--- src/assert_macros.svh ---
// assertion macros of the console writer rtl
`ifndef ASSERT_MACROS_SVH
`define ASSERT_MACROS_SVH

// property must hold at every clock edge out of reset
`define TCW_ASSERT(lbl, prop, msg) \
  lbl: assert property (@(posedge clk_i) disable iff (!rst_ni) (prop)) \
    else $error(msg);

// condition must never be seen at a clock edge out of reset
`define TCW_ASSERT_NEVER(lbl, cond, msg) \
  lbl: assert property (@(posedge clk_i) disable iff (!rst_ni) !(cond)) \
    else $error(msg);

`endif

--- src/tcw_pkg.sv ---
// package with constants, codes and types of the text console writer
`default_nettype none

package tcw_pkg;

  // screen geometry
  localparam int unsigned COLUMNS  = 80;
  localparam int unsigned ROWS     = 25;
  localparam int unsigned CELLS    = COLUMNS * ROWS;
  localparam int unsigned TAB_STEP = 4;

  // storage widths
  localparam int unsigned ADDR_W = $clog2(CELLS);
  localparam int unsigned CNT_W  = $clog2(CELLS + 1);
  localparam int unsigned CELL_W = 16;

  // field widths of the channels
  localparam int unsigned CHAR_W   = 8;
  localparam int unsigned INDEX_W  = 11;
  localparam int unsigned CURSOR_W = 11;
  localparam int unsigned ROW_W    = 5;
  localparam int unsigned COL_W    = 7;
  localparam int unsigned SCROLL_W = 2;

  // column with one spare bit for the step past the row end
  localparam int unsigned COLX_W = COL_W + 1;

  localparam logic [CELL_W-1:0] BLANK_CELL = 16'h0F20;

  // item commands
  localparam logic CMD_PUT  = 1'b0;
  localparam logic CMD_READ = 1'b1;

  // control characters
  localparam logic [CHAR_W-1:0] CH_NUL = 8'h00;
  localparam logic [CHAR_W-1:0] CH_BS  = 8'h08;
  localparam logic [CHAR_W-1:0] CH_TAB = 8'h09;
  localparam logic [CHAR_W-1:0] CH_LF  = 8'h0A;
  localparam logic [CHAR_W-1:0] CH_VT  = 8'h0B;
  localparam logic [CHAR_W-1:0] CH_FF  = 8'h0C;
  localparam logic [CHAR_W-1:0] CH_CR  = 8'h0D;

  // decoded kind of the current item
  typedef enum logic [2:0] {
    OP_NOP   = 3'd0,
    OP_READ  = 3'd1,
    OP_MOVE  = 3'd2,
    OP_CLEAR = 3'd3,
    OP_PRINT = 3'd4
  } op_e;

  typedef struct packed {
    logic               cmd;
    logic [CHAR_W-1:0]  char_code;
    logic [CHAR_W-1:0]  color;
    logic [INDEX_W-1:0] cell_index;
  } in_t;

  typedef struct packed {
    logic [CURSOR_W-1:0] cursor_offset;
    logic [ROW_W-1:0]    cursor_row;
    logic [COL_W-1:0]    cursor_column;
    logic [SCROLL_W-1:0] rows_scrolled;
    logic [CELL_W-1:0]   cell_data;
  } out_t;

  // controller to datapath
  typedef struct packed {
    logic item_load;
    logic cursor_move;
    logic cursor_home;
    logic cnt_clear;
    logic cnt_step;
    logic fill_blank;
    logic scroll_copy;
    logic scroll_end;
    logic print;
    logic read_issue;
    logic out_load;
  } dp_cmd_t;

  // datapath to controller
  typedef struct packed {
    op_e  op;
    logic row_over;
    logic fill_last;
    logic scroll_last;
    logic out_free;
  } dp_status_t;

endpackage

`default_nettype wire

--- src/tcw_ctrl.sv ---
// controller state machine of the text console writer
`default_nettype none

module tcw_ctrl (
  input  logic                clk_i,
  input  logic                rst_ni,
  input  logic                in_valid_i,
  output logic                in_ready_o,
  input  tcw_pkg::dp_status_t status_i,
  output tcw_pkg::dp_cmd_t    cmd_o
);
  import tcw_pkg::*;

  typedef enum logic [7:0] {
    S_INIT   = 8'b0000_0001,
    S_IDLE   = 8'b0000_0010,
    S_EXEC   = 8'b0000_0100,
    S_CHK    = 8'b0000_1000,
    S_SCROLL = 8'b0001_0000,
    S_CLEAR  = 8'b0010_0000,
    S_WRITE  = 8'b0100_0000,
    S_DONE   = 8'b1000_0000
  } state_e;

  state_e state_q, state_d;

  always_comb begin
    state_d    = state_q;
    cmd_o      = '0;
    in_ready_o = 1'b0;
    case (state_q)
      S_INIT: begin
        cmd_o.fill_blank = 1'b1;
        cmd_o.cnt_step   = 1'b1;
        if (status_i.fill_last) begin
          state_d = S_IDLE;
        end
      end
      S_IDLE: begin
        in_ready_o = 1'b1;
        if (in_valid_i) begin
          cmd_o.item_load = 1'b1;
          state_d         = S_EXEC;
        end
      end
      S_EXEC: begin
        case (status_i.op)
          OP_READ: begin
            cmd_o.read_issue = 1'b1;
            state_d          = S_DONE;
          end
          OP_MOVE: begin
            cmd_o.cursor_move = 1'b1;
            state_d           = S_CHK;
          end
          OP_CLEAR: begin
            cmd_o.cursor_home = 1'b1;
            cmd_o.cnt_clear   = 1'b1;
            state_d           = S_CLEAR;
          end
          OP_PRINT: begin
            if (status_i.row_over) begin
              cmd_o.cnt_clear = 1'b1;
              state_d         = S_SCROLL;
            end else begin
              state_d = S_WRITE;
            end
          end
          default: begin
            state_d = S_DONE;
          end
        endcase
      end
      S_CHK: begin
        if (status_i.row_over) begin
          cmd_o.cnt_clear = 1'b1;
          state_d         = S_SCROLL;
        end else if (status_i.op == OP_PRINT) begin
          state_d = S_WRITE;
        end else begin
          state_d = S_DONE;
        end
      end
      S_SCROLL: begin
        cmd_o.scroll_copy = 1'b1;
        cmd_o.cnt_step    = 1'b1;
        if (status_i.scroll_last) begin
          cmd_o.scroll_end = 1'b1;
          state_d          = S_CHK;
        end
      end
      S_CLEAR: begin
        cmd_o.fill_blank = 1'b1;
        cmd_o.cnt_step   = 1'b1;
        if (status_i.fill_last) begin
          state_d = S_DONE;
        end
      end
      S_WRITE: begin
        cmd_o.print = 1'b1;
        state_d     = S_DONE;
      end
      S_DONE: begin
        if (status_i.out_free) begin
          cmd_o.out_load = 1'b1;
          state_d        = S_IDLE;
        end
      end
      default: begin
        state_d = S_IDLE;
      end
    endcase
  end

  always_ff @(posedge clk_i or negedge rst_ni) begin
    if (!rst_ni) begin
      state_q <= S_INIT;
    end else begin
      state_q <= state_d;
    end
  end

endmodule

`default_nettype wire

--- config.mk ---
export PLATFORM = sky130hd
export DESIGN_NAME = tcw_ctrl
export DESIGN_NICKNAME = d
export VERILOG_FILES = /design/src/assert_macros.svh /design/src/tcw_pkg.sv /design/src/tcw_ctrl.sv
export SDC_FILE = /design/constraint.sdc
export NUM_CORES = 1
export LEC_CHECK = 0
export ABC_AREA = 1
export ABC_CLOCK_PERIOD_IN_PS = 2600
export BUFFER_PORTS_ARGS = -buffer_cell sky130_fd_sc_hd__buf_2
export CAP_MARGIN = 20
export CORE_MARGIN = 3
export CORE_UTILIZATION = 50
export DETAILED_ROUTE_END_ITERATION = 7
export PLACE_DENSITY = 0.79
export REMOVE_ABC_BUFFERS = 1
export SYNTH_ARGS = -nofsm -noshare
export SYNTH_HDL_FRONTEND = slang
export SYNTH_SLANG_ARGS = --single-unit
export TNS_END_PERCENT = 10
--- constraint.sdc ---
create_clock -name clk_i -period 2.6 [get_ports clk_i]
set_input_delay 0.13 -clock clk_i [delete_from_list [all_inputs] [get_ports clk_i]]
set_output_delay 0.13 -clock clk_i [all_outputs]
set_load 0.02 [all_outputs]
==> reports/results.tsv, run 1 <==
stage	metric	value	unit
sta	setup TNS	0	ns
die	FP Rows	12	
worst_setup_path	Crit path top cell by count	o21ai_1	
grt	first-pass GRT wire length	2580	um
worst_setup_path	CP Data Required Time	2.47	ns
grt	vias in the first global route	625	
worst_setup_path	reg2reg start	state_q[3]	
cells_and_area	most frequent cells in the layout	21 x nand2_1, 21 x buf_2, 17 x nor2_1	
yosys	post-synthesis cell type count	21	
route	WL per Instance	10.7	um
run_status	status	finished, final reports clean	
grt	Most Crowded Layer GR	met2	
die	Core Region	1190	um2
cts	hold_buf cts	1	
cts	CTS tree	yes	
worst_setup_path	critical path type	reg -> out	
grt	met3 GRT Util	0.0424	
placement	HPWL after DPL	1320	um
route	Initial DRT Pass Iterations	5	
worst_setup_path	Crit path arrival time	1.55	ns
worst_setup_path	CP Max Fanout	6	
die	Starting Density	0.577	
sta	worst setup margin	0.916	ns
route	DR iter-0 viols	31	
cells_and_area	register bank with the most flops	state_q	
hold_path	class of the worst hold path	in -> reg	
yosys	Synth area leader	dfrtp_1	
yosys	Mapped Cells	104	
worst_setup_path	reg2reg setup slack	1.24	ns
route	routed wire length	1550	um
sta	Worst Tran Pin Value	0.307	ns
worst_setup_path	path depth of the worst reg2reg path	8	
cts	clock-pin transition on the worst setup and hold timing paths	0.05	ns
worst_setup_path	critical path depth	6	
die	Top Ports	22	
yosys	YS warnings	0	
worst_setup_path	CP bufs+invs	1	
yosys	Avg Inst Size Synth	6.58	um2
power	Worst IR Drop VDD	0.477	mV
yosys	Synth area leaders	dfrtp_1 26%, nand2_1 12%, nor2_1 9.3%	
grt	total grt overflow	0	
worst_setup_path	element type at the critical path end	primary output	
power	Power Dens Cells	662	nW/um2
worst_setup_path	reg2reg end	state_q[7]	
job	Max-Cap Viols	0	
cts	H-tree depth	1	
yosys	Yosys reg bits	8	
worst_setup_path	Crit-path slowest cell	dfrtp_1	
sta	RSZ-0062 raised after global routing	no	
sta	Setup Skew	0.000284	ns
route	Post-route DRC	0	
cells_and_area	synth-to-layout area growth	23.2	%
placement	Placement Setup Slack	1.18	ns
die	die area	1850	um2
hold_path	WHS Path Cells	2	
cells_and_area	ant diodes	0	
sta	endpoints failing hold	0	
sta	Min Hold Slack	0.0704	ns
cells_and_area	share of cells above drive strength 1	0.362	
cts	CTS root buf	clkbuf_4	
worst_setup_path	CP cell instances	nor2_4 -> nand2_4 -> nor2_2 -> o21ai_1 -> o21ai_1 -> buf_2	
yosys	Post-Syn Area	684	um2
die	Die H	43.0	um
grt	pin count of the biggest net entering global routing	9	
sta	Slew headroom	0.794	
cts	Clock Sinks	8	
sta	Period minus WS final	1.68	ns
sta	Fmax	594	MHz
route	routed via count	746	
yosys	dominant synthesized flop cell	dfrtp_1	
route	Vias/cell	5.18	
worst_setup_path	crit path launch type	flip-flop	
worst_setup_path	CP top delay family	simple AND/OR/NAND/NOR gates	
worst_setup_path	Critical Path Max Stage Delay	0.42	ns
grt	initial antenna violation count	0	
power	Leakage	0.490	nW
yosys	sequential fraction of the synthesis area	0.294	
hold_path	Min-Delay Startpoint	status_i[3]	
grt	met2 Use GR	0.305	
sta	Final Max Tran Viols	0	
cts	setup bufs post-CTS	0	
cts	# resized after CTS	0	
cts	Clock Tree Buf Depth	2	
placement	gpl congestion	0.887	
grt	GR Util All Layers	0.186	
cells_and_area	fin nets	141	
cts	clk_lat worst skew	0.25	ns
hold_path	hold endpoint	state_q[6]	
yosys	asr flop ratio synth	1.00	
grt	routing usage on met1	0.227	
cells_and_area	Largest regs	state_q x8	
sta	period utilisation layout	0.648	
cts	total CTS buffers	3	
yosys	Post-synth EDFFs	0	
sta	setup violators final	0	
die	chip width	43.0	um
cells_and_area	max FFs per register	8	
power	Power Total	0.000559	W
route	remaining antenna violation count after routing	0	
placement	IO Port Bufs	21	
yosys	area share of the largest cell type after synthesis	0.256	
kinds of logic after synthesis:
group,after synthesis,share of synthesized area
compound gates,6,0.0493
flops,8,0.294
simple gates,70,0.547
buf+inv,20,0.110
report_power, final:
part           internal, W  switching (W)
clock network    0.0000588      0.0000431
registers         0.000144      0.0000211
logic            0.0000923       0.000200
total             0.000295       0.000264
cells in the mapped netlist, types with 2 or more instances:
| cell | n |
|---|---|
| dfrtp_1 | 7 |
| inv_1 | 15 |
| inv_2 | 5 |
| nand2_1 | 21 |
| nand2_4 | 2 |
| nand3_1 | 10 |
| nand4_1 | 2 |
| nor2_1 | 17 |
| nor2_2 | 5 |
| nor2_4 | 5 |
| nor3_1 | 3 |
| o21ai_1 | 3 |
worst register-to-register path, cell delays in order, from the launching register on:
cell and delay [ns]:
dfrtp_1 0.41, nor2_2 0.20, nand2_4 0.12, nor2_4 0.18, nand2_2 0.10, inv_2 0.05
nor2_1 0.05, nand3_1 0.07, nand2_1 0.05
layout make-up:
| type | instances | area [um2] |
|---|---|---|
| clock buffers | 4 | 26.3 |
| fillers | 102 | 343 |
| inverters | 20 | 75.1 |
| multi-input cells | 76 | 408 |
| flip-flops and latches | 8 | 201 |
| well taps | 14 | 17.5 |
| repair buffers | 22 | 115 |
metal layers:
layer | vias to the layer above | routed length, um
li1 | 380 | -
met1 | 319 | 653
met2 | 42 | 737
met3 | 5 | 131
met4 | 0 | 23
met5 | - | 0
through the flow:
step	instance area [um2]	util	instances
after floorplan	684	-	104
final	843	0.711	144
after global placement	807	0.680	139
after global routing	843	0.711	144
after detailed placement	807	0.680	139
after CTS	843	0.711	144
how the worst max path moves through the flow:
| stage | startpoint | to |
|---|---|---|
| global route | state_q[1] | cmd_o[1] |
| global placement | state_q[7] | cmd_o[7] |
| detailed placement | state_q[7] | cmd_o[1] |
| floorplan | state_q[3] | cmd_o[0] |
| CTS | state_q[7] | cmd_o[1] |
| finish | state_q[7] | cmd_o[7] |
(Power assumes the default switching activity.)
==> run 2, diff against run 1 <==
Settings changed: ABC_AREA 1 to 0, ABC_CLOCK_PERIOD_IN_PS 2600 to 1800, CORE_AREA from default to 3 3 40 42, CORE_MARGIN 3 to default, CORE_UTILIZATION 50 to default, DIE_AREA from default to 0 0 43 45, PLACE_DENSITY 0.79 to 0.73.
Clock period 2.6 ns to 1.8 ns, I/O delays scaled along.
==> run 2 against run 1 <==
Net effect:
- utilization grew 2.0 points
- wire length up 16%
- synthesized cell count is 38% lower
- highest routed layer unchanged
- synthesized area is 15% lower
- die area up 4.7%
- critical path type unchanged
- the run now ends with hold timing, setup timing left
- clock-buffer cell count stayed put
- largest power group unchanged
- sequential power grew 39%
- final cell count down 18%
- first-iteration DRC count fell by 39%
- clock power grew 55%
- final area rose by 11%
- critical path depth shrank 1
==> reports/results.tsv, run 2 <==
stage	metric	value	unit	change
cts	clock-pin transition on the worst setup and hold timing paths	0.07	ns	+0.02 ns
placement	Placement Setup Slack	-0.00902	ns	-1.19 ns
yosys	Post-synth EDFFs	0		unchanged
sta	endpoints failing hold	1		+1
worst_setup_path	Critical Path Max Stage Delay	0.54	ns	+0.12 ns
grt	vias in the first global route	689		+10%
sta	Setup Skew	0.0144	ns	+0.0141 ns
yosys	Avg Inst Size Synth	9.13	um2	+39%
cells_and_area	ant diodes	0		unchanged
cells_and_area	commonest non-fill, non-tap cell in the layout	buf_4		
cells_and_area	Largest regs	state_q x8		
sta	Fmax	504	MHz	
yosys	post-synthesis cell type count	34		+62%
route	Initial DRT Pass Iterations	4		-1
worst_setup_path	critical path type	reg -> out		
sta	Worst Tran Pin Value	0.370	ns	+0.0636 ns
placement	HPWL after DPL	1250	um	-5.8%
cells_and_area	max FFs per register	8		unchanged
die	Die H	45	um	+4.7%
cts	H-tree depth	1		unchanged
route	Post-route DRC	0		unchanged
sta	setup violators final	14		+14
yosys	Synth area leaders	dfrtp_1 30%, nand2b_1 6.4%, nor2_1 5.1%		
grt	total grt overflow	0		unchanged
route	DR iter-0 viols	19		-39%
route	routed wire length	1790	um	+16%
grt	initial antenna violation count	0		unchanged
yosys	asr flop ratio synth	1.00		unchanged
cts	CTS tree	yes		
cts	clk_lat worst skew	0.26	ns	about the same
die	Core Region	1280	um2	+8.3%
hold_path	class of the worst hold path	in -> reg		
worst_setup_path	Crit-path slowest cell	or4_4		
die	FP Rows	13		+1
sta	Slew headroom	0.752		-0.0418
placement	Area after DPL	772	um2	-4.3%
cells_and_area	most frequent cells in the layout	20 x buf_4, 11 x buf_2, 7 x dfrtp_1		
placement	gpl congestion	0.774		-13%
power	Power Dens Cells	1100	nW/um2	+66%
sta	Final Max Tran Viols	0		unchanged
route	WL per Instance	15.2	um	+41%
worst_setup_path	CP Data Required Time	1.71	ns	-0.76 ns
placement	placed instance count	108		-22%
die	Top Ports	22		unchanged
cts	Clock Sinks	8		unchanged
power	Leakage	0.469	nW	-4.3%
cells_and_area	share of cells above drive strength 1	0.553		+0.192
sta	worst setup margin	-0.184	ns	-1.10 ns
yosys	Synth top cells by count	8 x nor2_1, 7 x dfrtp_1, 6 x nand2b_1		
run_status	failing checks	hold timing, setup timing		
run_status	status	finished, violations left		
yosys	sequential fraction of the synthesis area	0.345		+0.0504
worst_setup_path	Crit path arrival time	1.89	ns	+0.34 ns
yosys	Mapped Cells	64		-38%
worst_setup_path	crit path launch type	flip-flop		
sta	Min Hold Slack	-0.00137	ns	-0.0718 ns
placement	IO Port Bufs	21		unchanged
job	Max-Cap Viols	0		unchanged
yosys	dominant synthesized flop cell	dfrtp_1		
yosys	most numerous cell in the Yosys netlist	nor2_1		
worst_setup_path	CP Max Fanout	3		-3
cells_and_area	fin nets	114		-19%
die	Starting Density	0.455		-0.122
cells_and_area	fin area	940	um2	+11%
cells_and_area	synth-to-layout area growth	60.8	%	
route	Vias/cell	5.45		+5.2%
worst_setup_path	element type at the critical path end	primary output		
die	chip width	43	um	about the same
cts	total CTS buffers	3		unchanged
yosys	Post-Syn Area	584	um2	-15%
yosys	Synth area leader	dfrtp_1		
cells_and_area	register bank with the most flops	state_q		
worst_setup_path	CP cell instances	or4_4 -> or3_4 -> inv_2 -> and2_4 -> buf_6		
sta	period utilisation layout	1.10		
route	remaining antenna violation count after routing	0		unchanged
cts	Clock Tree Buf Depth	2		unchanged
die	die area	1940	um2	+4.7%
cts	CTS root buf	clkbuf_4		
yosys	Yosys reg bits	8		unchanged
worst_setup_path	CP top delay family	simple AND/OR/NAND/NOR gates		
worst_setup_path	reg2reg setup slack	-0.09	ns	-1.33 ns
route	routed via count	643		-14%
sta	RSZ-0062 raised after global routing	yes		
grt	GR Util All Layers	0.214		+0.0275
yosys	YS warnings	0		unchanged
sta	Period minus WS final	1.98	ns	
cells_and_area	non-filler instance count after layout	118		-18%
yosys	area share of the largest cell type after synthesis	0.300		+0.0438
power	Worst IR Drop VDD	0.602	mV	+26%
worst_setup_path	CP bufs+invs	2		+1
grt	pin count of the biggest net entering global routing	9		unchanged
grt	first-pass GRT wire length	3020	um	+17%
cells_and_area	Fillers	98		-3.9%
[run 2: cell count changes after synthesis, moves of 3 or more]
| cell | change |
|---|---|
| a211oi_1 | +3 |
| and2_1 | +3 |
| inv_1 | -12 |
| inv_2 | -5 |
| nand2_1 | -20 |
| nand2b_1 | +6 |
| nand3_1 | -9 |
| nor2_1 | -9 |
| nor2_2 | -5 |
| nor2_4 | -5 |
| o21ai_1 | -3 |
| o22ai_1 | +3 |
[run 2: metal layers]
metal,global-route usage,vias to the layer above,wire [um]
li1,-,316,-
met1,0.247,296,739
met2,0.398,27,943
met3,0.0239,4,78
met4,0.0964,0,28
met5,0,-,0
[run 2: cell families after synthesis]
| group | synth area share |
|---|---|
| and+or+nand+nor | 0.435 |
| xor gates and xnor gates | 0.0300 |
| buffers and inverters | 0.0257 |
| DFF | 0.345 |
| AOI/OAI and AO/OA | 0.165 |
[run 2: path summary, 6_finish.rpt]
check                             from  cells after the start    endpoint
setup / recovery            state_q[0]                      5    cmd_o[3]
hold / removal             status_i[3]                      2  state_q[6]
setup reg to reg            state_q[0]                      5  state_q[7]
hold reg to reg             state_q[0]                      3  state_q[0]
max in group asynchronous       rst_ni                      2  state_q[0]
min in group asynchronous       rst_ni                      2  state_q[6]
[run 2: what timing repair did]
item,4_1_cts,5_1_grt
gates resized for setup,21,5
cloned,0,0
endpoints found under the hold margin,8,0
pin swaps,6,2
buffers inserted,4,1
hold buffers,1,0
endpoints found under the setup margin,13,16
[run 2: where the power goes]
part	total, W	switching (W)	internal [W]	leakage [nW]
logic	0.000649	0.000314	0.000334	0.350
clock network	0.000158	0.0000730	0.0000853	0.0150
registers	0.000229	0.0000201	0.000209	0.104
total	0.00104	0.000407	0.000629	0.469
[run 2: stage by stage]
step                power [W]  TNS [ns]  hold WS (ns)   util
floorplan            0.000518    -0.166        -0.206      -
CTS                  0.000978     -1.31       0.00392  0.710
global placement     0.000671   -0.0281       -0.0524  0.601
detailed placement   0.000675  -0.00943       -0.0522  0.601
global route          0.00109     -2.03       0.00658  0.731
finish                0.00104     -1.26      -0.00137  0.731
[run 2: layout make-up]
cell class | count | area, um2 | share of cell area
Tap cell | 15 | 18.8 | 0.0200
Timing Repair Buffer | 36 | 260 | 0.277
Multi-Input combinational cell | 52 | 422 | 0.449
Sequential cell | 8 | 201 | 0.214
Clock buffer | 4 | 26.3 | 0.0280
Inverter | 3 | 11.3 | 0.0120
==> run 3, diff against run 2 <==
Settings changed: ABC_CLOCK_PERIOD_IN_PS 1800 to 2350, TNS_END_PERCENT 10 to default.
Clock period 1.8 ns to 2.35 ns, I/O delays scaled along.
==> run 3 against run 2 <==
Net effect:
- the flow now finishes without violations
- clock-buffer cell count is the same
- critical path depth stayed put
- combinational power decreased by 56%
- die area is the same
- setup slack improved by 0.35 ns
- final area is 21% lower
- sequential cell count stayed put
- critical endpoint is now cmd_o[7]
- largest cell class unchanged
- largest power group unchanged
==> reports/results.tsv, run 3 (same netlist as run 2, synthesis figures left out) <==
stage	metric	value	unit	change
cells_and_area	Largest regs	state_q x8		
route	Post-route DRC	0		unchanged
sta	Setup Skew	0.00905	ns	-0.00536 ns
placement	Area after DPL	704	um2	-8.8%
placement	gpl congestion	0.768		-0.70%
die	chip width	43	um	unchanged
sta	Final Max Tran Viols	0		unchanged
cts	clk_lat worst skew	0.27	ns	about the same
sta	RSZ-0062 raised after global routing	no		
route	DR iter-0 viols	9		-10
power	Power Total	0.000594	W	-43%
worst_setup_path	CP cell instances	or4_1 -> nor2_1 -> and4_1 -> or2_2 -> buf_2		
worst_setup_path	CP startpoint	state_q[4]		
worst_setup_path	Critical Path Max Stage Delay	0.55	ns	about the same
cells_and_area	share of cells above drive strength 1	0.371		-0.183
sta	period utilisation layout	0.928		
cells_and_area	non-filler instance count after layout	104		-12%
cells_and_area	commonest non-fill, non-tap cell in the layout	buf_2		
worst_setup_path	CP Data Required Time	2.23	ns	+0.52 ns
cells_and_area	fin area	741	um2	-21%
cells_and_area	ant diodes	0		unchanged
cts	total CTS buffers	3		unchanged
die	Top Ports	22		unchanged
cts	CTS tree	yes		
route	Initial DRT Pass Iterations	4		unchanged
grt	vias in the first global route	490		-29%
cts	clock-pin transition on the worst setup and hold timing paths	0.07	ns	about the same
sta	Slew headroom	0.777		+0.0244
worst_setup_path	crit path launch type	flip-flop		
sta	Worst Tran Pin Value	0.333	ns	-0.0372 ns
route	WL per Instance	13.5	um	-11%
cells_and_area	fin nets	100		-12%
worst_setup_path	element type at the critical path end	primary output		
placement	IO Port Bufs	21		unchanged
grt	initial antenna violation count	0		unchanged
worst_setup_path	reg2reg setup slack	0.49	ns	+0.58 ns
cts	# resized after CTS	0		-100%
cts	CTS root buf	clkbuf_4		
sta	endpoints failing hold	0		-1
placement	placed instance count	99		-8.3%
grt	pin count of the biggest net entering global routing	9		unchanged
placement	HPWL after DPL	1110	um	-11%
cts	H-tree depth	1		unchanged
cts	Clock Sinks	8		unchanged
die	Die H	45	um	unchanged
power	Leakage	0.393	nW	-16%
worst_setup_path	critical path type	reg -> out		
route	routed wire length	1400	um	-22%
cells_and_area	most frequent cells in the layout	21 x buf_2, 8 x nor2_1, 7 x dfrtp_1		
cells_and_area	register bank with the most flops	state_q		
worst_setup_path	Crit path arrival time	2.06	ns	+0.17 ns
die	Core Region	1280	um2	unchanged
grt	first-pass GRT wire length	2170	um	-28%
worst_setup_path	Crit-path slowest cell	or4_1		
route	Vias/cell	5.50		+0.93%
grt	total grt overflow	0		unchanged
sta	setup TNS	0	ns	+1.26 ns
sta	Fmax	458	MHz	
worst_setup_path	reg2reg start	state_q[1]		
hold_path	Min-Delay Startpoint	status_i[3]		
cells_and_area	synth-to-layout area growth	26.8	%	
worst_setup_path	CP Max Fanout	7		+4
grt	GR Util All Layers	0.160		-0.0537
hold_path	class of the worst hold path	in -> reg		
die	Starting Density	0.455		unchanged
route	routed via count	572		-11%
cells_and_area	max FFs per register	8		unchanged
power	Worst IR Drop VDD	0.397	mV	-34%
cts	Clock Tree Buf Depth	2		unchanged
route	remaining antenna violation count after routing	0		unchanged
power	Power Dens Cells	802	nW/um2	-27%
run_status	status	finished, final reports clean		
sta	setup violators final	0		-14
job	Max-Cap Viols	0		unchanged
sta	Period minus WS final	2.18	ns	
die	die area	1940	um2	unchanged
die	FP Rows	13		unchanged
[run 3: cell count changes in the layout (fill, tap and decap cells not counted), sizes merged]
cell	previous run	this run
buf	35	21
[run 3: area by class of cell]
| class | instances | area, um2 |
|---|---|---|
| fill | 123 | 544 |
| multi-input combinational | 52 | 368 |
| sequential | 8 | 201 |
| timing repair buffer | 22 | 115 |
| clock buffer | 4 | 26.3 |
| tap | 15 | 18.8 |
| inverter | 3 | 11.3 |
[run 3: stage by stage]
| step | util | worst slack (ns) | hold slack, ns |
|---|---|---|---|
| after floorplan | - | 0.428 | -0.178 |
| after global placement | 0.548 | 0.489 | -0.0278 |
| after detailed placement | 0.548 | 0.483 | -0.0210 |
| after CTS | 0.576 | 0.181 | 0.0213 |
| after global routing | 0.576 | 0.0427 | 0.0133 |
| final | 0.576 | 0.169 | 0.0258 |
[run 3: repair_timing]
action / CTS / global route
endpoints found under the hold margin: 8 / 0
hold buffers: 1 / 0
setup buffers: 0 / 0
setup endpoints to repair: 0 / 0
[run 3: metal layers]
layer | track usage | wire, um | up-vias | part of all wire
met4 | 0.145 | 53 | 0 | 0.038
li1 | - | - | 289 | -
met5 | 0 | 0 | - | 0
met3 | 0.0239 | 77 | 4 | 0.055
met1 | 0.177 | 580 | 258 | 0.41
met2 | 0.266 | 693 | 21 | 0.49
[run 3: path summary, 6_finish.rpt]
| path | to | cells after the start |
|---|---|---|
| max in group asynchronous | state_q[0] | 2 |
| setup / recovery | cmd_o[7] | 5 |
| hold reg to reg | state_q[0] | 2 |
| hold / removal | state_q[6] | 2 |
| min in group asynchronous | state_q[2] | 2 |
| setup reg to reg | state_q[7] | 4 |
[run 3: critical path: cells and delay by family, from the launching register on]
| family | cells | cell delay [ns] |
|---|---|---|
| simple gates | 4 | 1.19 |
| flops | 1 | 0.46 |
| buf+inv | 1 | 0.15 |
[run 3: power by group]
| group | total [W] | internal [W] | switching [W] |
|---|---|---|---|
| Combinational | 0.000284 | 0.000122 | 0.000162 |
| Sequential | 0.000188 | 0.000160 | 0.0000272 |
| Clock | 0.000123 | 0.0000655 | 0.0000574 |
