[config.mk]
export PLATFORM = sky130hd
export DESIGN_NAME = tcw_datapath
export DESIGN_NICKNAME = d
export VERILOG_FILES = /design/src/tcw_pkg.sv /design/src/tcw_datapath.sv
export VERILOG_INCLUDE_DIRS = /design/src /design/src/src
export SDC_FILE = /design/constraint.sdc
export NUM_CORES = 1
export LEC_CHECK = 0
export ABC_AREA = 1
export BUFFER_PORTS_ARGS = -buffer_cell sky130_fd_sc_hd__buf_2
export CORE_MARGIN = 2
export CORE_UTILIZATION = 58
export DETAILED_ROUTE_END_ITERATION = 8
export PLACE_DENSITY = 0.95
export REMOVE_ABC_BUFFERS = 1
export SETUP_SLACK_MARGIN = 0.5
export SLEW_MARGIN = 25
export SYNTH_ARGS = -nofsm -noshare
export SYNTH_HDL_FRONTEND = slang
export SYNTH_SLANG_ARGS = --single-unit
[constraint.sdc]
create_clock -name clk_i -period 6.2 [get_ports clk_i]
set_input_delay 1.24 -clock clk_i [delete_from_list [all_inputs] [get_ports clk_i]]
set_output_delay 1.24 -clock clk_i [all_outputs]
set_load 0.05 [all_outputs]
[src/assert_macros.svh]
// assertion macros of the console writer rtl
`ifndef ASSERT_MACROS_SVH
`define ASSERT_MACROS_SVH

// property must hold at every clock edge out of reset
`define TCW_ASSERT(lbl, prop, msg) \
  lbl: assert property (@(posedge clk_i) disable iff (!rst_ni) (prop)) \
    else $error(msg);

// condition must never be seen at a clock edge out of reset
`define TCW_ASSERT_NEVER(lbl, cond, msg) \
  lbl: assert property (@(posedge clk_i) disable iff (!rst_ni) !(cond)) \
    else $error(msg);

`endif

[src/tcw_pkg.sv]
// package with constants, codes and types of the text console writer
`default_nettype none

package tcw_pkg;

  // screen geometry
  localparam int unsigned COLUMNS  = 80;
  localparam int unsigned ROWS     = 25;
  localparam int unsigned CELLS    = COLUMNS * ROWS;
  localparam int unsigned TAB_STEP = 4;

  // storage widths
  localparam int unsigned ADDR_W = $clog2(CELLS);
  localparam int unsigned CNT_W  = $clog2(CELLS + 1);
  localparam int unsigned CELL_W = 16;

  // field widths of the channels
  localparam int unsigned CHAR_W   = 8;
  localparam int unsigned INDEX_W  = 11;
  localparam int unsigned CURSOR_W = 11;
  localparam int unsigned ROW_W    = 5;
  localparam int unsigned COL_W    = 7;
  localparam int unsigned SCROLL_W = 2;

  // column with one spare bit for the step past the row end
  localparam int unsigned COLX_W = COL_W + 1;

  localparam logic [CELL_W-1:0] BLANK_CELL = 16'h0F20;

  // item commands
  localparam logic CMD_PUT  = 1'b0;
  localparam logic CMD_READ = 1'b1;

  // control characters
  localparam logic [CHAR_W-1:0] CH_NUL = 8'h00;
  localparam logic [CHAR_W-1:0] CH_BS  = 8'h08;
  localparam logic [CHAR_W-1:0] CH_TAB = 8'h09;
  localparam logic [CHAR_W-1:0] CH_LF  = 8'h0A;
  localparam logic [CHAR_W-1:0] CH_VT  = 8'h0B;
  localparam logic [CHAR_W-1:0] CH_FF  = 8'h0C;
  localparam logic [CHAR_W-1:0] CH_CR  = 8'h0D;

  // decoded kind of the current item
  typedef enum logic [2:0] {
    OP_NOP   = 3'd0,
    OP_READ  = 3'd1,
    OP_MOVE  = 3'd2,
    OP_CLEAR = 3'd3,
    OP_PRINT = 3'd4
  } op_e;

  typedef struct packed {
    logic               cmd;
    logic [CHAR_W-1:0]  char_code;
    logic [CHAR_W-1:0]  color;
    logic [INDEX_W-1:0] cell_index;
  } in_t;

  typedef struct packed {
    logic [CURSOR_W-1:0] cursor_offset;
    logic [ROW_W-1:0]    cursor_row;
    logic [COL_W-1:0]    cursor_column;
    logic [SCROLL_W-1:0] rows_scrolled;
    logic [CELL_W-1:0]   cell_data;
  } out_t;

  // controller to datapath
  typedef struct packed {
    logic item_load;
    logic cursor_move;
    logic cursor_home;
    logic cnt_clear;
    logic cnt_step;
    logic fill_blank;
    logic scroll_copy;
    logic scroll_end;
    logic print;
    logic read_issue;
    logic out_load;
  } dp_cmd_t;

  // datapath to controller
  typedef struct packed {
    op_e  op;
    logic row_over;
    logic fill_last;
    logic scroll_last;
    logic out_free;
  } dp_status_t;

endpackage

`default_nettype wire

[src/tcw_datapath.sv]
// datapath: item register, cursor, sweep counter, ram access and result register
`default_nettype none
`include "assert_macros.svh"

module tcw_datapath (
  input  logic                       clk_i,
  input  logic                       rst_ni,
  input  tcw_pkg::in_t               in_data_i,
  input  logic                       out_ready_i,
  output logic                       out_valid_o,
  output tcw_pkg::out_t              out_data_o,
  input  tcw_pkg::dp_cmd_t           cmd_i,
  output tcw_pkg::dp_status_t        status_o,
  output logic                       ram_we_o,
  output logic [tcw_pkg::ADDR_W-1:0] ram_waddr_o,
  output logic [tcw_pkg::CELL_W-1:0] ram_wdata_o,
  output logic                       ram_re_o,
  output logic [tcw_pkg::ADDR_W-1:0] ram_raddr_o,
  input  logic [tcw_pkg::CELL_W-1:0] ram_rdata_i
);
  import tcw_pkg::*;

  in_t                 item_q;
  logic [ROW_W-1:0]    row_q, row_d;
  logic [COL_W-1:0]    col_q, col_d;
  logic [SCROLL_W-1:0] scrolls_q, scrolls_d;
  logic [CNT_W-1:0]    cnt_q, cnt_d;
  logic                out_valid_q;
  out_t                out_q;

  op_e                 op;
  logic [COLX_W-1:0]   col_tab;
  logic [COLX_W-1:0]   col_inc;
  logic [CURSOR_W-1:0] cur_offset;
  logic [CNT_W-1:0]    cnt_prev;
  logic                in_range;
  logic                out_free;
  logic                no_scroll;
  logic                cur_on_screen;

  // item kind
  always_comb begin
    if (item_q.cmd == CMD_READ) begin
      op = OP_READ;
    end else begin
      case (item_q.char_code)
        CH_NUL:                            op = OP_NOP;
        CH_FF:                             op = OP_CLEAR;
        CH_BS, CH_TAB, CH_LF, CH_VT, CH_CR: op = OP_MOVE;
        default:                           op = OP_PRINT;
      endcase
    end
  end

  assign col_tab    = {1'b0, col_q} + COLX_W'(TAB_STEP);
  assign col_inc    = {1'b0, col_q} + COLX_W'(1);
  assign cur_offset = CURSOR_W'(row_q) * CURSOR_W'(COLUMNS) + CURSOR_W'(col_q);
  assign cnt_prev   = cnt_q - CNT_W'(1);
  assign in_range   = item_q.cell_index < INDEX_W'(CELLS);
  assign out_free   = !out_valid_q || out_ready_i;

  // backspace and carriage return leave a cursor parked past the screen in place
  assign no_scroll  = (op == OP_MOVE) && (item_q.char_code inside {CH_BS, CH_CR});

  // cursor is on screen or parked at column 0 just past the last row
  assign cur_on_screen = (row_q < ROW_W'(ROWS)) || (row_q == ROW_W'(ROWS) && col_q == '0);

  // cursor kept as row and column
  always_comb begin
    row_d = row_q;
    col_d = col_q;
    if (cmd_i.cursor_home) begin
      row_d = '0;
      col_d = '0;
    end else if (cmd_i.cursor_move) begin
      case (item_q.char_code)
        CH_LF: begin
          row_d = row_q + ROW_W'(1);
          col_d = '0;
        end
        CH_CR: begin
          col_d = '0;
        end
        CH_TAB: begin
          if (col_tab >= COLX_W'(COLUMNS)) begin
            col_d = COL_W'(col_tab - COLX_W'(COLUMNS));
            row_d = row_q + ROW_W'(1);
          end else begin
            col_d = COL_W'(col_tab);
          end
        end
        CH_VT: begin
          row_d = row_q + ROW_W'(1);
        end
        CH_BS: begin
          if (col_q != '0) begin
            col_d = col_q - COL_W'(1);
          end
        end
        default: begin
          col_d = col_q;
        end
      endcase
    end else if (cmd_i.print) begin
      if (col_inc == COLX_W'(COLUMNS)) begin
        col_d = '0;
        row_d = row_q + ROW_W'(1);
      end else begin
        col_d = COL_W'(col_inc);
      end
    end else if (cmd_i.scroll_end) begin
      row_d = row_q - ROW_W'(1);
    end
  end

  always_comb begin
    scrolls_d = scrolls_q;
    if (cmd_i.item_load) begin
      scrolls_d = '0;
    end else if (cmd_i.scroll_end) begin
      scrolls_d = scrolls_q + SCROLL_W'(1);
    end
  end

  always_comb begin
    cnt_d = cnt_q;
    if (cmd_i.cnt_clear) begin
      cnt_d = '0;
    end else if (cmd_i.cnt_step) begin
      cnt_d = cnt_q + CNT_W'(1);
    end
  end

  // ram ports; the scroll reads one row ahead and writes the cell behind
  always_comb begin
    ram_we_o    = 1'b0;
    ram_waddr_o = cnt_q[ADDR_W-1:0];
    ram_wdata_o = BLANK_CELL;
    ram_re_o    = 1'b0;
    ram_raddr_o = '0;
    if (cmd_i.fill_blank) begin
      ram_we_o = 1'b1;
    end else if (cmd_i.scroll_copy) begin
      ram_we_o    = cnt_q != '0;
      ram_waddr_o = cnt_prev[ADDR_W-1:0];
      if (cnt_prev < CNT_W'(CELLS - COLUMNS)) begin
        ram_wdata_o = ram_rdata_i;
      end
    end else if (cmd_i.print) begin
      ram_we_o    = 1'b1;
      ram_waddr_o = ADDR_W'(cur_offset);
      ram_wdata_o = {item_q.color, item_q.char_code};
    end
    if (cmd_i.scroll_copy && (cnt_q < CNT_W'(CELLS - COLUMNS))) begin
      ram_re_o    = 1'b1;
      ram_raddr_o = ADDR_W'(cnt_q + CNT_W'(COLUMNS));
    end else if (cmd_i.read_issue && in_range) begin
      ram_re_o    = 1'b1;
      ram_raddr_o = ADDR_W'(item_q.cell_index);
    end
  end

  always_ff @(posedge clk_i) begin
    if (cmd_i.item_load) begin
      item_q <= in_data_i;
    end
    scrolls_q <= scrolls_d;
  end

  always_ff @(posedge clk_i or negedge rst_ni) begin
    if (!rst_ni) begin
      row_q <= '0;
      col_q <= '0;
      cnt_q <= '0;
    end else begin
      row_q <= row_d;
      col_q <= col_d;
      cnt_q <= cnt_d;
    end
  end

  // result register
  always_ff @(posedge clk_i) begin
    if (cmd_i.out_load) begin
      out_q.cursor_offset <= cur_offset;
      out_q.cursor_row    <= row_q;
      out_q.cursor_column <= col_q;
      out_q.rows_scrolled <= scrolls_q;
      out_q.cell_data     <= (op == OP_READ && in_range) ? ram_rdata_i : '0;
    end
  end

  always_ff @(posedge clk_i or negedge rst_ni) begin
    if (!rst_ni) begin
      out_valid_q <= 1'b0;
    end else if (cmd_i.out_load) begin
      out_valid_q <= 1'b1;
    end else if (out_ready_i) begin
      out_valid_q <= 1'b0;
    end
  end

  assign out_valid_o = out_valid_q;
  assign out_data_o  = out_q;

  assign status_o.op          = op;
  assign status_o.row_over    = (row_q >= ROW_W'(ROWS)) && !no_scroll;
  assign status_o.fill_last   = cnt_q == CNT_W'(CELLS - 1);
  assign status_o.scroll_last = cnt_q == CNT_W'(CELLS);
  assign status_o.out_free    = out_free;

  `TCW_ASSERT(a_print_on_screen, cmd_i.print |-> row_q < ROW_W'(ROWS), "print off screen")
  `TCW_ASSERT(a_result_cursor, cmd_i.out_load |-> cur_on_screen, "result cursor past end")
  `TCW_ASSERT_NEVER(a_scroll_limit, cmd_i.scroll_end && scrolls_q == 2'd2, "over two scrolls")

endmodule

`default_nettype wire

==> results of run 1 <==
-- layout make-up --
| cell class | instances | area [µm²] | area share [%] |
|---|---|---|---|
| clock buffers | 9 | 124 | 1.84 |
| multi-input cells | 492 | 2660 | 39.5 |
| inverters | 99 | 377 | 5.59 |
| flip-flops and latches | 91 | 2590 | 38.5 |
| well taps | 133 | 166 | 2.47 |
| repair buffers | 147 | 738 | 11.0 |
| clock inverters | 7 | 73.8 | 1.10 |
-- metal layers --
layer  vias to the layer above  track usage (%)  wire, µm
met5                         -                0         0
met4                         0             15.1       732
met3                        72             6.14      1410
met2                       327             47.5      7430
met1                      2497             35.6      5940
li1                       2586                -         -
-- flip-flops by register name, summed over array words and instances (netlist names) --
name	cells
out_data_o	37
out_valid_o	1
item_q	28
scrolls_q	2
cnt_q	11
row_q	5
col_q	7
-- kinds of logic (layout without fill, tap and decap cells) --
| group | count (synthesis) | after routing | synth area share [%] |
|---|---|---|---|
| buffers and inverters | 123 | 262 | 9.37 |
| AND/OR/NAND/NOR | 342 | 342 | 26.3 |
| AO/OA/AOI/OAI | 105 | 105 | 10.8 |
| adder cells (fa/ha/maj) | 28 | 28 | 6.30 |
| flip-flops | 91 | 91 | 44.7 |
| XOR/XNOR | 17 | 17 | 2.57 |
-- worst paths after layout --
check,startpoint,to,slack [ns],cells past startpoint
hold reg to reg,scrolls_q[1],out_data_o[17],0.47,0
min in group asynchronous,rst_ni,cnt_q[4],0.87,1
setup reg to reg,col_q[2],row_q[4],3.78,13
max in group asynchronous,rst_ni,row_q[3],4.91,1
setup / recovery,col_q[5],ram_waddr_o[10],1.94,10
hold / removal,scrolls_q[1],out_data_o[17],0.47,0
-- worst max-delay path: stages (launching register included) --
cell and delay [ns]:
sky130_fd_sc_hd__dfrtp_1 0.62, sky130_fd_sc_hd__inv_2 0.17, sky130_fd_sc_hd__fa_1 0.47, sky130_fd_sc_hd__o21ai_0 0.37, sky130_fd_sc_hd__nand3_1 0.16, sky130_fd_sc_hd__inv_1 0.08
sky130_fd_sc_hd__nand2_1 0.05, sky130_fd_sc_hd__nand2_1 0.10, sky130_fd_sc_hd__nor2_1 0.05, sky130_fd_sc_hd__o21ai_0 0.25, sky130_fd_sc_hd__buf_2 0.32
-- placed cells by master (no fill, tap or decap), drive strengths merged --
| master | Yosys | layout |
|---|---|---|
| ha | 26 | 26 |
| o22ai | 8 | 8 |
| o21ai | 48 | 48 |
| o211ai | 2 | 2 |
| edfxtp | 65 | 65 |
| a22oi | 2 | 2 |
| nand4 | 8 | 8 |
| a22o | 1 | 1 |
| bufinv | 0 | 1 |
| dfrtp | 24 | 24 |
| nand2 | 177 | 177 |
| nor4 | 1 | 1 |
| inv | 99 | 102 |
| and2 | 1 | 1 |
| dfxtp | 2 | 2 |
| o21bai | 1 | 1 |
| a21oi | 35 | 35 |
| o31ai | 1 | 1 |
| xnor2 | 5 | 5 |
| clkbuf | 11 | 9 |
| fa | 2 | 2 |
| buf | 13 | 147 |
| a221oi | 2 | 2 |
| clkinv | 0 | 3 |
| nor3 | 7 | 7 |
| nor3b | 1 | 1 |
| or2 | 6 | 6 |
| nand3 | 63 | 63 |
| a31oi | 2 | 2 |
| a211oi | 1 | 1 |
| o32ai | 1 | 1 |
| o41ai | 1 | 1 |
| xor2 | 12 | 12 |
| nor2 | 78 | 78 |
-- power groups by stage --
stage	Clock (mW)	Combinational, mW	Sequential [mW]
finish	0.415	0.590	0.771
global route	0.447	0.633	0.779
CTS	0.417	0.585	0.771
detailed placement	0	0.582	0.783
global placement	0	0.568	0.782
floorplan	0	0.316	0.884
-- stage by stage --
stage / total power [mW] / setup WS (ns) / cells / area (µm²) / hold WS [ns]
2_1_floorplan: 1.20 / 2.03 / 682 / 5630 / 0.431
3_3_place_gp: 1.35 / 2.09 / 962 / 6530 / 0.437
3_5_place_dp: 1.37 / 2.07 / 962 / 6530 / 0.450
4_1_cts: 1.77 / 1.98 / 978 / 6730 / 0.476
5_1_grt: 1.86 / 1.83 / 978 / 6730 / 0.489
6_report: 1.78 / 1.94 / 978 / 6730 / 0.469
==> qor.json, run 1 <==
{
  "run_status": {
    "run_status": "finished clean"
  },
  "yosys": {
    "synth.lib_cells_used.distinct": 49,
    "synth.top_cells.by_count": "162 x sky130_fd_sc_hd__nand2_1, 88 x sky130_fd_sc_hd__inv_1, 69 x sky130_fd_sc_hd__nor2_1",
    "synth_edf_count": 65,
    "synth.area.top_cells": "sky130_fd_sc_hd__edfxtp_1 34%, sky130_fd_sc_hd__nand2_1 10%, sky130_fd_sc_hd__dfrtp_1 10%",
    "synth.yosys.seq_area_share_pct": 44.7,
    "synth_flop_cell": "sky130_fd_sc_hd__edfxtp_1",
    "post-synth-top-count-cell": "sky130_fd_sc_hd__nand2_1",
    "post_synth_instance_area_um2": 5800,
    "synthCells": 706,
    "synth.largest_area_cell": "sky130_fd_sc_hd__edfxtp_1",
    "synthesis.area_per_instance_um2": 8.21,
    "synth_top_area_share_pct": 33.7,
    "ys_seq_elements": 91,
    "synth-async-reset-ratio_pct": 26.4,
    "yosys_warnings": 0
  },
  "setup_path": {
    "end_kind": "output pin",
    "cp_data_arrival_time_ns": 3.02,
    "cp.required_ns": 4.96,
    "type_of_element_launching_the_critical_path": "flip-flop",
    "cp_max_fo": 12,
    "setup.worst_path.class": "reg -> out"
  },
  "power": {
    "total_leakage_power_nw": 3.41,
    "ir_drop_worst_case_vdd_uv": 165,
    "power_switching_share_pct": 39.7,
    "clock_power_share_pct": 23.4,
    "internal_power_mw": 1.07,
    "seq_power_share_pct": 43.4,
    "power.combinational.fraction_pct": 33.2,
    "power.switching_uw": 704,
    "p_per_area_nw_per_um2": 264
  },
  "layout": {
    "fin_nets": 926,
    "num-fill-cells": 778,
    "final_layout_size_suffix_gt1_share_pct": 25.7,
    "syn_to_final_growth_pct": 16.1,
    "finalCoreUtilization_pct": 69.2,
    "n_antenna_cell": 0
  },
  "die": {
    "die_y_um": 104,
    "io_pins": 147,
    "die-area_um2": 10800,
    "die_width_um": 104,
    "fp.coreArea_um2": 9730,
    "num_rows": 36,
    "floorplan.initialDensity_pct": 59.6
  },
  "timing": {
    "slew_headroom_pct": 42.0,
    "final-max-slew-violation-count": 0,
    "max_slew.worst_pin.slew_ns": 0.870,
    "period_share_pct": 68.8,
    "rsz0062_at_grt": "false",
    "totalNegativeSetupSlack_ns": 0,
    "hold_viol": 0,
    "timing.final.setup_violations": 0,
    "max_freq_mhz": 235,
    "worst_clock_skew_ns": 0.0188,
    "finalCriticalPeriod_ns": 4.26
  },
  "routing": {
    "post_drt_via_cell_ratio": 5.61,
    "detailedRoute.firstPassIterationCount": 6,
    "routed_wire_length_per_instance_um": 15.9,
    "totalWireLength_um": 15500,
    "remaining_drc_errors": 0,
    "count_of_nets_left_with_antenna_violations_after_detail_routing": 0,
    "vias": 5482,
    "drt_first_iter_violations": 509
  },
  "flow_run": {
    "cap_viol_max_count": 0
  },
  "clocking": {
    "cts_repair_resize_count": 0,
    "cts_htree_levels": 3,
    "clk-insertion-delay-late_ns": 0.38,
    "max_root_sink_buffers": 2,
    "cts_sinks": 91,
    "cts_tree": "built",
    "clk_root_buffer_cell": "sky130_fd_sc_hd__clkbuf_8",
    "cts.reportedPaths.clkPinSlew_ns": 0.10,
    "hold_bufs_inserted_after_cts": 0,
    "post-cts-setup-buffer-count": 0,
    "numCtsBuffers": 9
  },
  "global_routing": {
    "grt_usage_pct": 28.8,
    "grt_antenna_before_repair": 0,
    "first_global_vias": 5077,
    "grt_remaining_overflow": 0,
    "grt_start_max_net_pins": 39,
    "grt_pass1_wl_um": 24700
  },
  "placed_design": {
    "portBuffers": 146,
    "finalWeightedCongestion": 1.01,
    "hpwl_um": 11500
  },
  "min_path": {
    "hold_path.class": "reg -> reg"
  }
}
(Power assumes the default switching activity.)
==> run 2: changes to the inputs <==
Settings changed: CORE_UTILIZATION 58 to 49, PLACE_DENSITY 0.95 to 0.89.
Clock period 6.2 ns to 3.8 ns, I/O delays scaled along.
==> run 2 against run 1 <==
Effect of this change:
- final cell count increased by 2.4%
- final area increased by 5.5%
- via count increased by 0.55%
- sequential share of layout area decreased by 1.9 points
- global-route usage decreased by 3.3 points
- setup slack got worse by 1.5 ns
- count of clock-buffer cells in the layout unchanged
- first-iteration DRC count decreased by 7.5%
- flip-flop and latch count unchanged
- register-to-register slack got worse by 2.4 ns
- core utilization decreased by 7.3 points
- die area increased by 18%
- critical path type unchanged
- highest routed layer unchanged
==> qor.json, run 2 (synthesis results as in run 1) <==
{
  "setup_path": {
    "cp_max_fo": {"value": 8, "change": "-4"},
    "cp.required": {"value": 3.04, "unit": "ns", "change": "-1.92 ns"},
    "setup.worst_path.class": "reg -> out",
    "cp_data_arrival_time": {"value": 2.57, "unit": "ns", "change": "-0.45 ns"},
    "end_kind": "output pin",
    "type_of_element_launching_the_critical_path": "flip-flop",
    "timing.reg2reg.worst_path_depth": {"value": 13, "change": "unchanged"}
  },
  "die": {
    "io_pins": {"value": 147, "change": "unchanged"},
    "fp.coreArea": {"value": 11500, "unit": "µm²", "change": "+18%"},
    "die_y": {"value": 113, "unit": "µm", "change": "+8.5%"},
    "num_rows": {"value": 39, "change": "+8.3%"},
    "floorplan.initialDensity": {"value": 50.5, "unit": "%", "change": "-9.0 points"},
    "die_width": {"value": 113, "unit": "µm", "change": "+8.5%"},
    "die-area": {"value": 12700, "unit": "µm²", "change": "+18%"}
  },
  "placed_design": {
    "hpwl": {"value": 11700, "unit": "µm", "change": "+1.7%"},
    "placed_cell_area": {"value": 6550, "unit": "µm²", "change": "+0.31%"},
    "placed_cells": {"value": 973, "change": "+1.1%"},
    "portBuffers": {"value": 146, "change": "unchanged"},
    "finalWeightedCongestion": {"value": 0.939, "change": "-7.3%"},
    "placement.setup.worst_slack": {"value": 0.529, "unit": "ns", "change": "-1.54 ns"}
  },
  "clocking": {
    "max_root_sink_buffers": {"value": 2, "change": "unchanged"},
    "clk-insertion-delay-late": {"value": 0.35, "unit": "ns", "change": "-0.03 ns"},
    "cts_tree": "built",
    "clk_root_buffer_cell": "sky130_fd_sc_hd__clkbuf_16",
    "cts.reportedPaths.clkPinSlew": {"value": 0.07, "unit": "ns", "change": "-0.03 ns"},
    "cts_htree_levels": {"value": 3, "change": "unchanged"},
    "cts_sinks": {"value": 91, "change": "unchanged"},
    "numCtsBuffers": {"value": 9, "change": "unchanged"},
    "hold_bufs_inserted_after_cts": {"value": 0, "change": "unchanged"}
  },
  "timing": {
    "max_freq_mhz": 300,
    "worst_clock_skew": {"value": 0.00574, "unit": "ns", "change": "-0.0130 ns"},
    "slew_headroom": {"value": 37.6, "unit": "%", "change": "-4.4 points"},
    "max_slew.worst_pin.slew": {"value": 0.936, "unit": "ns", "change": "+0.0662 ns"},
    "hold_viol": {"value": 0, "change": "unchanged"},
    "final-max-slew-violation-count": {"value": 0, "change": "unchanged"},
    "rsz0062_at_grt": "true",
    "finalCriticalPeriod_ns": 3.33,
    "timing.final.setup_violations": {"value": 0, "change": "unchanged"},
    "period_share_pct": 87.6,
    "totalNegativeSetupSlack": {"value": 0, "unit": "ns", "change": "unchanged"},
    "timing.final.ws_setup": {"value": 0.470, "unit": "ns", "change": "-1.47 ns"}
  },
  "flow_run": {
    "cap_viol_max_count": {"value": 0, "change": "unchanged"}
  },
  "global_routing": {
    "grt_antenna_before_repair": {"value": 0, "change": "unchanged"},
    "grt_usage": {"value": 25.5, "unit": "%", "change": "-3.3 points"},
    "grt_pass1_wl": {"value": 25800, "unit": "µm", "change": "+4.5%"},
    "first_global_vias": {"value": 5216, "change": "+2.7%"},
    "grt_remaining_overflow": {"value": 0, "change": "unchanged"},
    "grt_start_max_net_pins": {"value": 39, "change": "unchanged"}
  },
  "power": {
    "ir_drop_worst_case_vdd": {"value": 226, "unit": "µV", "change": "+37%"},
    "total_leakage_power": {"value": 3.52, "unit": "nW", "change": "+3.4%"},
    "p_per_area": {"value": 460, "unit": "nW/µm²", "change": "+74%"},
    "total_power": {"value": 3.27, "unit": "mW", "change": "+84%"}
  },
  "layout": {
    "syn_to_final_growth_pct": 22.5,
    "num-fill-cells": {"value": 928, "change": "+19%"},
    "instances_no_fill": {"value": 1001, "change": "+2.4%"},
    "n_antenna_cell": {"value": 0, "change": "unchanged"},
    "fin_nets": {"value": 939, "change": "+1.4%"},
    "final_layout_size_suffix_gt1_share": {"value": 29.4, "unit": "%", "change": "+3.7 points"},
    "largest_register_ffs": {"value": 37, "change": "unchanged"},
    "design_area_final": {"value": 7100, "unit": "µm²", "change": "+5.5%"},
    "layout_common_cells": "162 x sky130_fd_sc_hd__nand2_1, 136 x sky130_fd_sc_hd__buf_2, 85 x sky130_fd_sc_hd__inv_1, 69 x sky130_fd_sc_hd__nor2_1, 65 x sky130_fd_sc_hd__edfxtp_1",
    "most_frequent_standard_cell_in_the_layout_excluding_fill_and_tap_cells": "sky130_fd_sc_hd__nand2_1"
  },
  "run_status": {
    "run_status": "finished clean"
  },
  "min_path": {
    "hold_path.class": "in -> async"
  },
  "routing": {
    "totalWireLength": {"value": 16500, "unit": "µm", "change": "+6.7%"},
    "drt_first_iter_violations": {"value": 471, "change": "-7.5%"},
    "count_of_nets_left_with_antenna_violations_after_detail_routing": {"value": 0, "change": "unchanged"},
    "routed_wire_length_per_instance": {"value": 16.5, "unit": "µm", "change": "+4.2%"},
    "post_drt_via_cell_ratio": {"value": 5.51, "change": "-1.8%"},
    "detailedRoute.firstPassIterationCount": {"value": 9, "change": "+3"},
    "remaining_drc_errors": {"value": 0, "change": "unchanged"},
    "vias": {"value": 5512, "change": "+0.55%"}
  }
}
-- run 2: power by group --
group          switching, mW  total (mW)  internal [mW]
Clock                  0.405       0.926          0.521
Combinational          0.760        1.09          0.331
Sequential            0.0659        1.25           1.18
-- run 2: metal layers --
metal	wire length (µm)	GRT usage [%]	part of all wire, %
met5	0	0	0
met4	510	11.0	3.1
met3	1330	3.96	8.0
met2	8050	43.0	49
met1	6640	32.9	40
-- run 2: layout make-up --
cell class,count,area [µm²],area share [%]
Clock buffer,9,225,3.17
Clock inverter,7,81.3,1.15
Sequential cell,91,2600,36.6
Multi-Input combinational cell,492,2760,38.8
Inverter,99,377,5.30
Timing Repair Buffer,160,881,12.4
Tap cell,143,179,2.52
-- run 2: timing repair --
item / 4_1_cts / 5_1_grt
setup endpoints to repair: 9 / 22
pin swaps: 6 / 4
buffers inserted: 7 / 5
gates resized for setup: 20 / 19
-- run 2: critical path: stages (launching register included) --
cell and delay [ns]:
sky130_fd_sc_hd__dfrtp_2 0.47, sky130_fd_sc_hd__ha_1 0.22, sky130_fd_sc_hd__ha_1 0.35, sky130_fd_sc_hd__a21oi_1 0.17, sky130_fd_sc_hd__nand2_1 0.07, sky130_fd_sc_hd__or2_2 0.29, sky130_fd_sc_hd__nand2_1 0.06, sky130_fd_sc_hd__nand2_1 0.05
sky130_fd_sc_hd__nand2_1 0.10, sky130_fd_sc_hd__nor2_1 0.05, sky130_fd_sc_hd__o21ai_1 0.20, sky130_fd_sc_hd__buf_6 0.19
-- run 2: final timing paths --
check | endpoint | from | slack, ns
setup / recovery | ram_waddr_o[10] | row_q[4] | 0.47
hold / removal | cnt_q[6] | rst_ni | 0.43
setup reg to reg | row_q[1] | col_q[2] | 1.38
hold reg to reg | out_data_o[17] | scrolls_q[1] | 0.47
max in group asynchronous | row_q[1] | rst_ni | 2.91
min in group clk_i | out_data_o[17] | scrolls_q[1] | 0.47
-- run 2: metrics by stage --
step                util, %  hold slack (ns)
finish                 61.9            0.430
global route           61.9            0.469
CTS                    60.9            0.440
detailed placement     57.2            0.451
global placement       57.2            0.436
floorplan                 -            0.431
